**config.mk**
```make
export PLATFORM = sky130hd
export DESIGN_NAME = isotropic_direction_sampler_top_flat
export DESIGN_NICKNAME = d
export VERILOG_FILES = /design/src/hw/rtl/ids_pkg.sv /design/src/hw/rtl/ids_if.sv /design/src/hw/rtl/ids_sqrt.sv /design/src/hw/rtl/ids_gain.sv /design/src/hw/rtl/ids_cordic.sv /design/src/hw/rtl/isotropic_direction_sampler_top.sv /design/src/flat_wrapper.sv
export SDC_FILE = /design/constraint.sdc
export NUM_CORES = 2
export LEC_CHECK = 0
export ABC_CLOCK_PERIOD_IN_PS = 13300
export BUFFER_PORTS_ARGS = -buffer_cell sky130_fd_sc_hd__buf_4
export CAP_MARGIN = 30
export CORE_ASPECT_RATIO = 0.9
export CORE_MARGIN = 2
export CORE_UTILIZATION = 50
export CTS_CLUSTER_SIZE = 28
export DETAILED_ROUTE_END_ITERATION = 16
export GPL_ROUTABILITY_DRIVEN = 0
export PLACE_DENSITY_LB_ADDON = 0.3
export RECOVER_POWER = 100
export SLEW_MARGIN = 5
export SYNTH_ARGS = -nofsm -noshare
export SYNTH_HDL_FRONTEND = slang
export SYNTH_SLANG_ARGS = --single-unit
```
**constraint.sdc**
```tcl
create_clock -name clk_i -period 13.3 [get_ports clk_i]
set_clock_uncertainty 0.1 [all_clocks]
set_input_delay 0.665 -clock clk_i [delete_from_list [all_inputs] [get_ports clk_i]]
set_output_delay 0.665 -clock clk_i [all_outputs]
set_load 0.1 [all_outputs]
```
**src/hw/rtl/ids_pkg.sv**
```systemverilog
package ids_pkg;

  localparam int FRAC_BITS     = 15;
  localparam int CORDIC_STAGES = 16;

  localparam int SQ_W      = 2 * FRAC_BITS + 1;
  localparam int SQ_STEPS  = FRAC_BITS + 1;
  localparam int SQ_STAGES = (SQ_STEPS + 1) / 2;
  localparam int ROOT_W    = FRAC_BITS + 1;
  localparam int XY_W      = FRAC_BITS + 3;
  localparam int ANG_W     = 34;
  localparam int CD_STAGES = (CORDIC_STAGES + 1) / 2;
  localparam int ZZ_W      = 31;

  localparam logic [31:0] GAIN_COMP = 32'd2608131496;

  localparam logic [31:0] ATAN_TAB [32] = '{
    32'd1073741824, 32'd633866812, 32'd334917815, 32'd170009512,
    32'd85334662,   32'd42708931,  32'd21359677,  32'd10680490,
    32'd5340327,    32'd2670173,   32'd1335088,   32'd667544,
    32'd333772,     32'd166886,    32'd83443,     32'd41722,
    32'd20861,      32'd10430,     32'd5215,      32'd2608,
    32'd1304,       32'd652,       32'd326,       32'd163,
    32'd81,         32'd41,        32'd20,        32'd10,
    32'd5,          32'd3,         32'd1,         32'd1
  };

  typedef struct packed {
    logic signed [15:0]      z;
    logic                    flip;
    logic signed [ANG_W-1:0] ang;
  } side_t;

  typedef struct packed {
    side_t           side;
    logic [SQ_W-1:0] rad;
  } sq_in_t;

  typedef struct packed {
    side_t             side;
    logic [ROOT_W-1:0] root;
  } rt_t;

  typedef struct packed {
    side_t                  side;
    logic signed [XY_W-1:0] x0;
  } cd_in_t;

  typedef struct packed {
    logic signed [15:0]     z;
    logic signed [XY_W-1:0] x;
    logic signed [XY_W-1:0] y;
  } cd_out_t;

endpackage

```
**src/hw/rtl/ids_if.sv**
```systemverilog
interface ids_in_if;
  logic        valid;
  logic        ready;
  logic [15:0] rand_z;
  logic [15:0] rand_angle;

  modport source (output valid, rand_z, rand_angle, input ready);
  modport sink (input valid, rand_z, rand_angle, output ready);
endinterface

interface ids_out_if;
  logic               valid;
  logic               ready;
  logic signed [15:0] dir_x;
  logic signed [15:0] dir_y;
  logic signed [15:0] dir_z;

  modport source (output valid, dir_x, dir_y, dir_z, input ready);
  modport sink (input valid, dir_x, dir_y, dir_z, output ready);
endinterface

```
**src/hw/rtl/ids_sqrt.sv**
```systemverilog
module ids_sqrt (
  input  logic            clk_i,
  input  logic            rst_ni,
  input  logic            in_valid_i,
  output logic            in_ready_o,
  input  ids_pkg::sq_in_t in_data_i,
  output logic            out_valid_o,
  input  logic            out_ready_i,
  output ids_pkg::rt_t    out_data_o
);

  localparam int NS = ids_pkg::SQ_STAGES;
  localparam int W  = ids_pkg::SQ_W;

  typedef struct packed {
    ids_pkg::side_t side;
    logic [W-1:0]   rem;
    logic [W:0]     res;
  } sq_st_t;

  sq_st_t src   [NS];
  sq_st_t st_d  [NS];
  sq_st_t st_q  [NS];
  logic   v_q   [NS];
  logic   adv   [NS];

  always_comb begin
    src[0].side = in_data_i.side;
    src[0].rem  = in_data_i.rad;
    src[0].res  = '0;
    for (int s = 1; s < NS; s++) begin
      src[s] = st_q[s-1];
    end
  end

  // two result bits per stage
  always_comb begin
    sq_st_t     cur;
    logic [W:0] bitv;
    logic [W:0] t;
    for (int s = 0; s < NS; s++) begin
      cur = src[s];
      for (int k = 0; k < 2; k++) begin
        if (2 * s + k < ids_pkg::SQ_STEPS) begin
          bitv = (W + 1)'(1) << (2 * (ids_pkg::SQ_STEPS - 1 - (2 * s + k)));
          t    = cur.res + bitv;
          if ((W + 1)'(cur.rem) >= t) begin
            cur.rem = cur.rem - W'(t);
            cur.res = (cur.res >> 1) + bitv;
          end else begin
            cur.res = cur.res >> 1;
          end
        end
      end
      st_d[s] = cur;
    end
  end

  always_comb begin
    adv[NS-1] = !v_q[NS-1] || out_ready_i;
    for (int s = NS - 2; s >= 0; s--) begin
      adv[s] = !v_q[s] || adv[s+1];
    end
  end

  always_ff @(posedge clk_i or negedge rst_ni) begin
    if (!rst_ni) begin
      v_q <= '{default: 1'b0};
    end else begin
      if (adv[0]) begin
        v_q[0] <= in_valid_i;
      end
      for (int s = 1; s < NS; s++) begin
        if (adv[s]) begin
          v_q[s] <= v_q[s-1];
        end
      end
    end
  end

  always_ff @(posedge clk_i) begin
    for (int s = 0; s < NS; s++) begin
      if (adv[s]) begin
        st_q[s] <= st_d[s];
      end
    end
  end

  assign in_ready_o      = adv[0];
  assign out_valid_o     = v_q[NS-1];
  assign out_data_o.side = st_q[NS-1].side;
  assign out_data_o.root = ids_pkg::ROOT_W'(st_q[NS-1].res);

endmodule

```
**src/hw/rtl/ids_gain.sv**
```systemverilog
module ids_gain (
  input  logic            clk_i,
  input  logic            rst_ni,
  input  logic            in_valid_i,
  output logic            in_ready_o,
  input  ids_pkg::rt_t    in_data_i,
  output logic            out_valid_o,
  input  logic            out_ready_i,
  output ids_pkg::cd_in_t out_data_o
);

  localparam int PW = ids_pkg::ROOT_W + 32;

  ids_pkg::side_t side0_q;
  logic [PW-1:0]  prod_q;
  logic           v0_q;
  logic           v1_q;
  logic           adv0;
  logic           adv1;

  ids_pkg::cd_in_t       res_d;
  ids_pkg::cd_in_t       res_q;
  logic [PW-1:0]         sum;
  logic [ids_pkg::ROOT_W-1:0] rs;
  logic signed [ids_pkg::XY_W-1:0] rs_s;

  // round the gain-compensated radius, then negate it when the side's flip bit is set
  always_comb begin
    sum        = prod_q + (PW'(1) << 31);
    rs         = sum[PW-1:32];
    rs_s       = signed'(ids_pkg::XY_W'(rs));
    res_d.side = side0_q;
    res_d.x0   = side0_q.flip ? -rs_s : rs_s;
  end

  assign adv1 = !v1_q || out_ready_i;
  assign adv0 = !v0_q || adv1;

  always_ff @(posedge clk_i or negedge rst_ni) begin
    if (!rst_ni) begin
      v0_q <= 1'b0;
      v1_q <= 1'b0;
    end else begin
      if (adv0) begin
        v0_q <= in_valid_i;
      end
      if (adv1) begin
        v1_q <= v0_q;
      end
    end
  end

  always_ff @(posedge clk_i) begin
    if (adv0) begin
      side0_q <= in_data_i.side;
      prod_q  <= PW'(in_data_i.root) * PW'(ids_pkg::GAIN_COMP);
    end
    if (adv1) begin
      res_q <= res_d;
    end
  end

  assign in_ready_o  = adv0;
  assign out_valid_o = v1_q;
  assign out_data_o  = res_q;

endmodule

```
**src/hw/rtl/ids_cordic.sv**
```systemverilog
module ids_cordic (
  input  logic             clk_i,
  input  logic             rst_ni,
  input  logic             in_valid_i,
  output logic             in_ready_o,
  input  ids_pkg::cd_in_t  in_data_i,
  output logic             out_valid_o,
  input  logic             out_ready_i,
  output ids_pkg::cd_out_t out_data_o
);

  localparam int NS = ids_pkg::CD_STAGES;
  localparam int XW = ids_pkg::XY_W;
  localparam int AW = ids_pkg::ANG_W;

  typedef struct packed {
    logic signed [15:0]   z;
    logic signed [XW-1:0] x;
    logic signed [XW-1:0] y;
    logic signed [AW-1:0] a;
  } cd_st_t;

  cd_st_t src  [NS];
  cd_st_t st_d [NS];
  cd_st_t st_q [NS];
  logic   v_q  [NS];
  logic   adv  [NS];

  always_comb begin
    src[0].z = in_data_i.side.z;
    src[0].x = in_data_i.x0;
    src[0].y = '0;
    src[0].a = in_data_i.side.ang;
    for (int s = 1; s < NS; s++) begin
      src[s] = st_q[s-1];
    end
  end

  // two micro-rotations per stage
  always_comb begin
    logic signed [XW-1:0] x;
    logic signed [XW-1:0] y;
    logic signed [AW-1:0] a;
    logic signed [XW-1:0] dx;
    logic signed [XW-1:0] dy;
    logic signed [AW-1:0] at;
    for (int s = 0; s < NS; s++) begin
      x = src[s].x;
      y = src[s].y;
      a = src[s].a;
      for (int k = 0; k < 2; k++) begin
        if (2 * s + k < ids_pkg::CORDIC_STAGES) begin
          dx = y >>> (2 * s + k);
          dy = x >>> (2 * s + k);
          at = signed'(AW'(ids_pkg::ATAN_TAB[2 * s + k]));
          if (a >= 0) begin
            x = x - dx;
            y = y + dy;
            a = a - at;
          end else begin
            x = x + dx;
            y = y - dy;
            a = a + at;
          end
        end
      end
      st_d[s].z = src[s].z;
      st_d[s].x = x;
      st_d[s].y = y;
      st_d[s].a = a;
    end
  end

  always_comb begin
    adv[NS-1] = !v_q[NS-1] || out_ready_i;
    for (int s = NS - 2; s >= 0; s--) begin
      adv[s] = !v_q[s] || adv[s+1];
    end
  end

  always_ff @(posedge clk_i or negedge rst_ni) begin
    if (!rst_ni) begin
      v_q <= '{default: 1'b0};
    end else begin
      if (adv[0]) begin
        v_q[0] <= in_valid_i;
      end
      for (int s = 1; s < NS; s++) begin
        if (adv[s]) begin
          v_q[s] <= v_q[s-1];
        end
      end
    end
  end

  always_ff @(posedge clk_i) begin
    for (int s = 0; s < NS; s++) begin
      if (adv[s]) begin
        st_q[s] <= st_d[s];
      end
    end
  end

  assign in_ready_o   = adv[0];
  assign out_valid_o  = v_q[NS-1];
  assign out_data_o.z = st_q[NS-1].z;
  assign out_data_o.x = st_q[NS-1].x;
  assign out_data_o.y = st_q[NS-1].y;

endmodule

```
**src/hw/rtl/isotropic_direction_sampler_top.sv**
```systemverilog
// Isotropic direction sampler: each input transaction (two uniform 16-bit words) yields one
// unit vector uniform on the sphere as signed Q1.15 (dir_x, dir_y, dir_z). The datapath is a
// fully pipelined chain (input multiply, radicand, square root at two bits per stage, gain
// compensation, CORDIC rotator at two micro-rotations per stage, output scaling and
// saturation), so a new transaction is taken every clock cycle unless the output stalls. Back
// pressure from the output stalls only the stages that hold data; empty stages keep filling.
module isotropic_direction_sampler_top (
  input  logic        clk_i,
  input  logic        rst_ni,
  ids_in_if.sink      in_i,
  ids_out_if.source   out_o
);

  localparam int AW = ids_pkg::ANG_W;
  localparam int OW = ids_pkg::XY_W + 16;
  localparam int ZW = ids_pkg::ZZ_W;
  localparam logic signed [AW-1:0] ONE_PI = signed'(AW'(1) << 32);

  // input stage
  logic                 v0_q;
  logic signed [15:0]   z0_q;
  logic [ZW-1:0]        zz0_q;
  logic                 flip0_q;
  logic signed [AW-1:0] ang0_q;
  logic                 adv0;

  logic signed [15:0]   zs;
  logic signed [31:0]   zsq;
  logic signed [15:0]   as;
  logic signed [AW-1:0] a_raw;
  logic                 flip_d;
  logic signed [AW-1:0] ang_d;

  always_comb begin
    zs    = signed'({~in_i.rand_z[15], in_i.rand_z[14:0]});
    zsq   = zs * zs;
    as    = signed'({~in_i.rand_angle[15], in_i.rand_angle[14:0]});
    a_raw = AW'(as) <<< 17;
    if (as >= 16'sd16384) begin
      flip_d = 1'b1;
      ang_d  = a_raw - ONE_PI;
    end else if (as < -16'sd16384) begin
      flip_d = 1'b1;
      ang_d  = a_raw + ONE_PI;
    end else begin
      flip_d = 1'b0;
      ang_d  = a_raw;
    end
  end

  // radicand stage
  logic             v1_q;
  ids_pkg::sq_in_t  sq1_q;
  ids_pkg::sq_in_t  sq1_d;
  logic             adv1;
  logic [ZW-1:0]    q30;
  logic             sq_ready;

  assign q30 = (ZW'(1) << 30) - zz0_q;

  generate
    if (ids_pkg::FRAC_BITS >= 15) begin : g_rad_up
      assign sq1_d.rad = ids_pkg::SQ_W'(q30) << (2 * (ids_pkg::FRAC_BITS - 15));
    end else begin : g_rad_dn
      assign sq1_d.rad = ids_pkg::SQ_W'(q30 >> (2 * (15 - ids_pkg::FRAC_BITS)));
    end
  endgenerate

  assign sq1_d.side.z    = z0_q;
  assign sq1_d.side.flip = flip0_q;
  assign sq1_d.side.ang  = ang0_q;

  assign adv1      = !v1_q || sq_ready;
  assign adv0      = !v0_q || adv1;
  assign in_i.ready = adv0;

  always_ff @(posedge clk_i or negedge rst_ni) begin
    if (!rst_ni) begin
      v0_q <= 1'b0;
      v1_q <= 1'b0;
    end else begin
      if (adv0) begin
        v0_q <= in_i.valid;
      end
      if (adv1) begin
        v1_q <= v0_q;
      end
    end
  end

  always_ff @(posedge clk_i) begin
    if (adv0) begin
      z0_q    <= zs;
      zz0_q   <= ZW'(zsq);
      flip0_q <= flip_d;
      ang0_q  <= ang_d;
    end
    if (adv1) begin
      sq1_q <= sq1_d;
    end
  end

  logic             rt_valid;
  logic             rt_ready;
  ids_pkg::rt_t     rt_data;
  logic             gn_valid;
  logic             gn_ready;
  ids_pkg::cd_in_t  gn_data;
  logic             cd_valid;
  logic             cd_ready;
  ids_pkg::cd_out_t cd_data;

  ids_sqrt u_sqrt (
    .clk_i       (clk_i),
    .rst_ni      (rst_ni),
    .in_valid_i  (v1_q),
    .in_ready_o  (sq_ready),
    .in_data_i   (sq1_q),
    .out_valid_o (rt_valid),
    .out_ready_i (rt_ready),
    .out_data_o  (rt_data)
  );

  ids_gain u_gain (
    .clk_i       (clk_i),
    .rst_ni      (rst_ni),
    .in_valid_i  (rt_valid),
    .in_ready_o  (rt_ready),
    .in_data_i   (rt_data),
    .out_valid_o (gn_valid),
    .out_ready_i (gn_ready),
    .out_data_o  (gn_data)
  );

  ids_cordic u_cordic (
    .clk_i       (clk_i),
    .rst_ni      (rst_ni),
    .in_valid_i  (gn_valid),
    .in_ready_o  (gn_ready),
    .in_data_i   (gn_data),
    .out_valid_o (cd_valid),
    .out_ready_i (cd_ready),
    .out_data_o  (cd_data)
  );

  // output stage: scale to q1.15 and saturate
  function automatic logic signed [15:0] sat16(input logic signed [OW-1:0] v);
    logic signed [15:0] o;
    if (v > OW'(32767)) begin
      o = 16'sh7fff;
    end else if (v < -OW'(32768)) begin
      o = -16'sh8000;
    end else begin
      o = v[15:0];
    end
    return o;
  endfunction

  logic signed [OW-1:0] sx;
  logic signed [OW-1:0] sy;

  generate
    if (ids_pkg::FRAC_BITS > 15) begin : g_out_dn
      localparam int SH = ids_pkg::FRAC_BITS - 15;
      assign sx = (OW'(cd_data.x) + (OW'(1) <<< (SH - 1))) >>> SH;
      assign sy = (OW'(cd_data.y) + (OW'(1) <<< (SH - 1))) >>> SH;
    end else begin : g_out_up
      assign sx = OW'(cd_data.x) <<< (15 - ids_pkg::FRAC_BITS);
      assign sy = OW'(cd_data.y) <<< (15 - ids_pkg::FRAC_BITS);
    end
  endgenerate

  logic               ov_q;
  logic signed [15:0] dx_q;
  logic signed [15:0] dy_q;
  logic signed [15:0] dz_q;

  assign cd_ready = !ov_q || out_o.ready;

  always_ff @(posedge clk_i or negedge rst_ni) begin
    if (!rst_ni) begin
      ov_q <= 1'b0;
    end else if (cd_ready) begin
      ov_q <= cd_valid;
    end
  end

  always_ff @(posedge clk_i) begin
    if (cd_ready) begin
      dx_q <= sat16(sx);
      dy_q <= sat16(sy);
      dz_q <= cd_data.z;
    end
  end

  assign out_o.valid = ov_q;
  assign out_o.dir_x = dx_q;
  assign out_o.dir_y = dy_q;
  assign out_o.dir_z = dz_q;

endmodule
```
**src/flat_wrapper.sv**
```systemverilog
// flat-port wrapper written by rule: the top's interface ports become plain ports
module isotropic_direction_sampler_top_flat 
  (clk_i, rst_ni, in_i_valid, in_i_rand_z, in_i_rand_angle, in_i_ready, out_o_valid, out_o_dir_x, out_o_dir_y, out_o_dir_z, out_o_ready);
  ids_in_if in_i_i ();
  ids_out_if out_o_i ();
  input  logic clk_i;
  input  logic rst_ni;
  input wire logic [$bits(in_i_i.valid)-1:0] in_i_valid;
  input wire logic [$bits(in_i_i.rand_z)-1:0] in_i_rand_z;
  input wire logic [$bits(in_i_i.rand_angle)-1:0] in_i_rand_angle;
  output wire logic [$bits(in_i_i.ready)-1:0] in_i_ready;
  output wire logic [$bits(out_o_i.valid)-1:0] out_o_valid;
  output wire logic [$bits(out_o_i.dir_x)-1:0] out_o_dir_x;
  output wire logic [$bits(out_o_i.dir_y)-1:0] out_o_dir_y;
  output wire logic [$bits(out_o_i.dir_z)-1:0] out_o_dir_z;
  input wire logic [$bits(out_o_i.ready)-1:0] out_o_ready;
  assign in_i_i.valid = in_i_valid;
  assign in_i_i.rand_z = in_i_rand_z;
  assign in_i_i.rand_angle = in_i_rand_angle;
  assign in_i_ready = in_i_i.ready;
  assign out_o_valid = out_o_i.valid;
  assign out_o_dir_x = out_o_i.dir_x;
  assign out_o_dir_y = out_o_i.dir_y;
  assign out_o_dir_z = out_o_i.dir_z;
  assign out_o_i.ready = out_o_ready;
  isotropic_direction_sampler_top u_core (.clk_i(clk_i), .rst_ni(rst_ni), .in_i(in_i_i), .out_o(out_o_i));
endmodule
```
==> results.sh <==
export IMPL_status="finished with violations"
export IMPL_violations="antenna violations, max-capacitance violations, max-slew violations"
export IMPL_clock_root_buffer="clkbuf_16"
export IMPL_crit_top_cell="o21ai_0"
export IMPL_track_usage_pct=22.03
export IMPL_max_freq_mhz=87.73
export IMPL_fin_crit_sh_pct=85.70
export IMPL_pre_cts_ws_ns=3.028
export IMPL_crit_start="u_core.u_cordic.st_q[1][119]"
export IMPL_clock_sinks=1477
export IMPL_yosysTopAreaCellShare_pct=36.87
export IMPL_synth_most_common_cell="edfxtp_1"
export IMPL_r2r_start="u_core.u_cordic.st_q[1][119]"
export IMPL_viasPerCell=5.724
export IMPL_synth_top_flop_cell="edfxtp_1"
export IMPL_antenna_found_initial=7
export IMPL_crit_path_start_kind="flop"
export IMPL_slew_headroom_pct=-162.4
export IMPL_grt_max_degree=74
export IMPL_start_util_pct=50.29
export IMPL_syn_cell_area_um2=118600
export IMPL_grt_ovfl_total=0
export IMPL_slowest_stage="clkbuf_1"
export IMPL_cp_max_fo=40
export IMPL_drt_wirelength_per_cell_um=17.94
export IMPL_period_minus_slack_ns=11.40
export IMPL_h_tree_depth=4
export IMPL_whs_ns=0.1172
export IMPL_yosysWarnings=0
export IMPL_synth_edf_count=1456
export IMPL_arrival_ns=11.87
export IMPL_synth_commonest_cells="edfxtp_1, ha_1, inv_1"
export IMPL_drtIter0Drc=6306
export IMPL_hp_start="in_i_rand_angle[15]"
export IMPL_hpwl_um=209300
export IMPL_first_pass_iters=6
export IMPL_cp_slowest_stage_delay_ns=1.27
export IMPL_syn_avg_cell_area_um2=10.29
export IMPL_tns_ns=0
export IMPL_yosysUniqueCellTypes=91
export IMPL_coreArea_um2=235800
export IMPL_clockBufferDepth=3
export IMPL_layout_area_overhead_vs_synth_pct=7.945
export IMPL_n_fill_cell=20090
export IMPL_fin_ws_ns=1.902
export IMPL_clk_pin_slew_ns=0.07
export IMPL_setup_viol=0
export IMPL_cts_resized=0
export IMPL_grt_pass1_vias=85220
export IMPL_tightestPinTransition_ns=3.935
export IMPL_crit_family="compound AO/OA/AOI/OAI gates"
export IMPL_grt_pass1_wl_um=437600
export IMPL_antenna_left=1
export IMPL_io_pin_count=86
export IMPL_wirelength_um=268800
export IMPL_drive_above_1_share_pct=3.412
export IMPL_path_buf_inv=4
export IMPL_async_reset_ff_share_pct=1.422
export IMPL_die_w_um=517.3
export IMPL_grt_setup_unrepaired="false"
export IMPL_fp_row_count=169
export IMPL_clk_latency_ns=0.78
export IMPL_drv_slew=1681
export IMPL_maxCapViolCount=35
export IMPL_syn_inst=11530
export IMPL_yosys_area_top_type="edfxtp_1"
export IMPL_die_area_um2=241100
export IMPL_synth_area_leaders="edfxtp_1, ha_1, fa_1"
export IMPL_hold_violations=0
export IMPL_worstSetupPathType="flop to flop"
export IMPL_vias=85760
export IMPL_route_detailed_drc=0
export IMPL_ys_ff_latch=1477
export IMPL_io_buffers=85
export IMPL_cp_end_kind="flop"
export IMPL_critPathRequiredTime_ns=13.77
export IMPL_fin_nets=13570
export IMPL_numCtsBuffers=152
export IMPL_seq_area_frac_synth_pct=37.32
export IMPL_postSynthNetCount=13400
export IMPL_hold_path_class="primary input to flop"
export IMPL_cts_tree="built"
export IMPL_die_height_um=466.0
[cell type report]
type                    count  area [um2]  share of cell area, %
diodes                      6       15.01                0.01173
clock buffers             189        4089                  3.194
clock inverters            86        1109                 0.8661
inverters                1053        3956                  3.091
multi-input cells        8850       69880                  54.59
flip-flops and latches   1477       44250                  34.57
well taps                3163        3958                  3.092
repair buffers            157       748.2                 0.5845
[per-layer routing]
| metal | up-vias | global-route usage (%) | routed length (um) |
|---|---|---|---|
| met5 | - | 0 | 14 |
| met4 | 2 | 5.501 | 6769 |
| met3 | 435 | 2.868 | 13510 |
| met2 | 2211 | 36.87 | 125800 |
| met1 | 41410 | 30.21 | 122600 |
| li1 | 41700 | - | - |
[worst paths after layout]
check | end | slack [ns] | cells past startpoint
max | u_core.u_cordic.st_q[1][205] | 1.90 | 27
min | u_core.flip0_q | 0.12 | 2
max reg2reg | u_core.u_cordic.st_q[1][205] | 1.90 | 27
min reg2reg | u_core.out_o.dir_z[11] | 0.29 | 0
max in group asynchronous | u_core.u_cordic.v_q[5] | 11.53 | 2
min in group asynchronous | u_core.u_sqrt.v_q[6] | 0.69 | 2
[registers in the layout, summed over array words and instances (netlist names), 7 cells and up]
register and cells:
u_core.u_gain.out_data_o 51, u_core.out_o.dir_z 16, u_core.ang0_q 17, u_core.u_sqrt.v_q 7, u_core.u_cordic.v_q 7, u_core.sq1_q 63
u_core.z0_q 15, u_core.zz0_q 30, u_core.u_gain.prod_q 17, u_core.out_o.dir_y 16, u_core.out_o.dir_x 16, u_core.u_sqrt.st_q 547
u_core.u_gain.res_d 34, u_core.u_cordic.st_q 633
[kinds of logic (layout without fill, tap and decap cells)]
| family | count (synthesis) | count (layout) | synth area share [%] |
|---|---|---|---|
| adder cells (fa/ha/maj) | 1838 | 1838 | 22.30 |
| flip-flops | 1477 | 1477 | 37.32 |
| XOR/XNOR | 1268 | 1268 | 9.377 |
| AO/OA/AOI/OAI | 2702 | 2702 | 14.48 |
| buffers and inverters | 1199 | 1485 | 3.813 |
| other | 0 | 6 | 0 |
| AND/OR/NAND/NOR | 2979 | 2979 | 12.15 |
| multiplexers | 63 | 63 | 0.5677 |
[placed cells by master, fill, tap and decap left out, types with 23 or more instances in the layout]
master     netlist  final
clkbuf_1       130    152
nand2b_1       178    178
clkbuf_16        0    157
nand4_1         75     75
a211oi_1        73     73
clkinv_1        10     23
nor3_1         236    237
edfxtp_1      1456   1456
or4_1           33     33
or2_2           83     79
a21boi_0        69     69
nor2_1         879    879
mux2i_1         41     41
nor2b_1        174    174
nand3b_1        27     27
nand3_1        161    160
o21ai_0        544    547
xor2_1         398    397
o21bai_1        99     99
o21a_1         181    181
a21oi_1        853    853
o41ai_1         27     27
and2_1          96     85
o211ai_1        47     47
and4_1          24     24
xnor2_1        869    869
ha_1          1379   1379
inv_1         1042   1039
nor4_1          77     77
o31ai_1         68     68
a31oi_1         88     87
o31a_1          26     26
a211o_1         27     27
fa_1           459    459
nand2_1        718    714
or3_1           96     96
and3_1          66     66
a21o_1         358    358
[metrics by stage]
stage / util [%] / instances / instance area (um2)
CTS: 54.53 / 14970 / 128600
global placement: 52.21 / 14670 / 123100
finish: 54.29 / 14980 / 128000
detailed placement: 52.26 / 14670 / 123200
global route: 54.28 / 14980 / 128000
floorplan: - / 11530 / 118600
[timing repair]
action                    CTS  global route
hold endpoints to repair   38             0
hold buffers               16             0
setup buffers               0             0
Power is not shown: default switching activity piles up to over one toggle a cycle in this logic, so the estimate is an artifact.
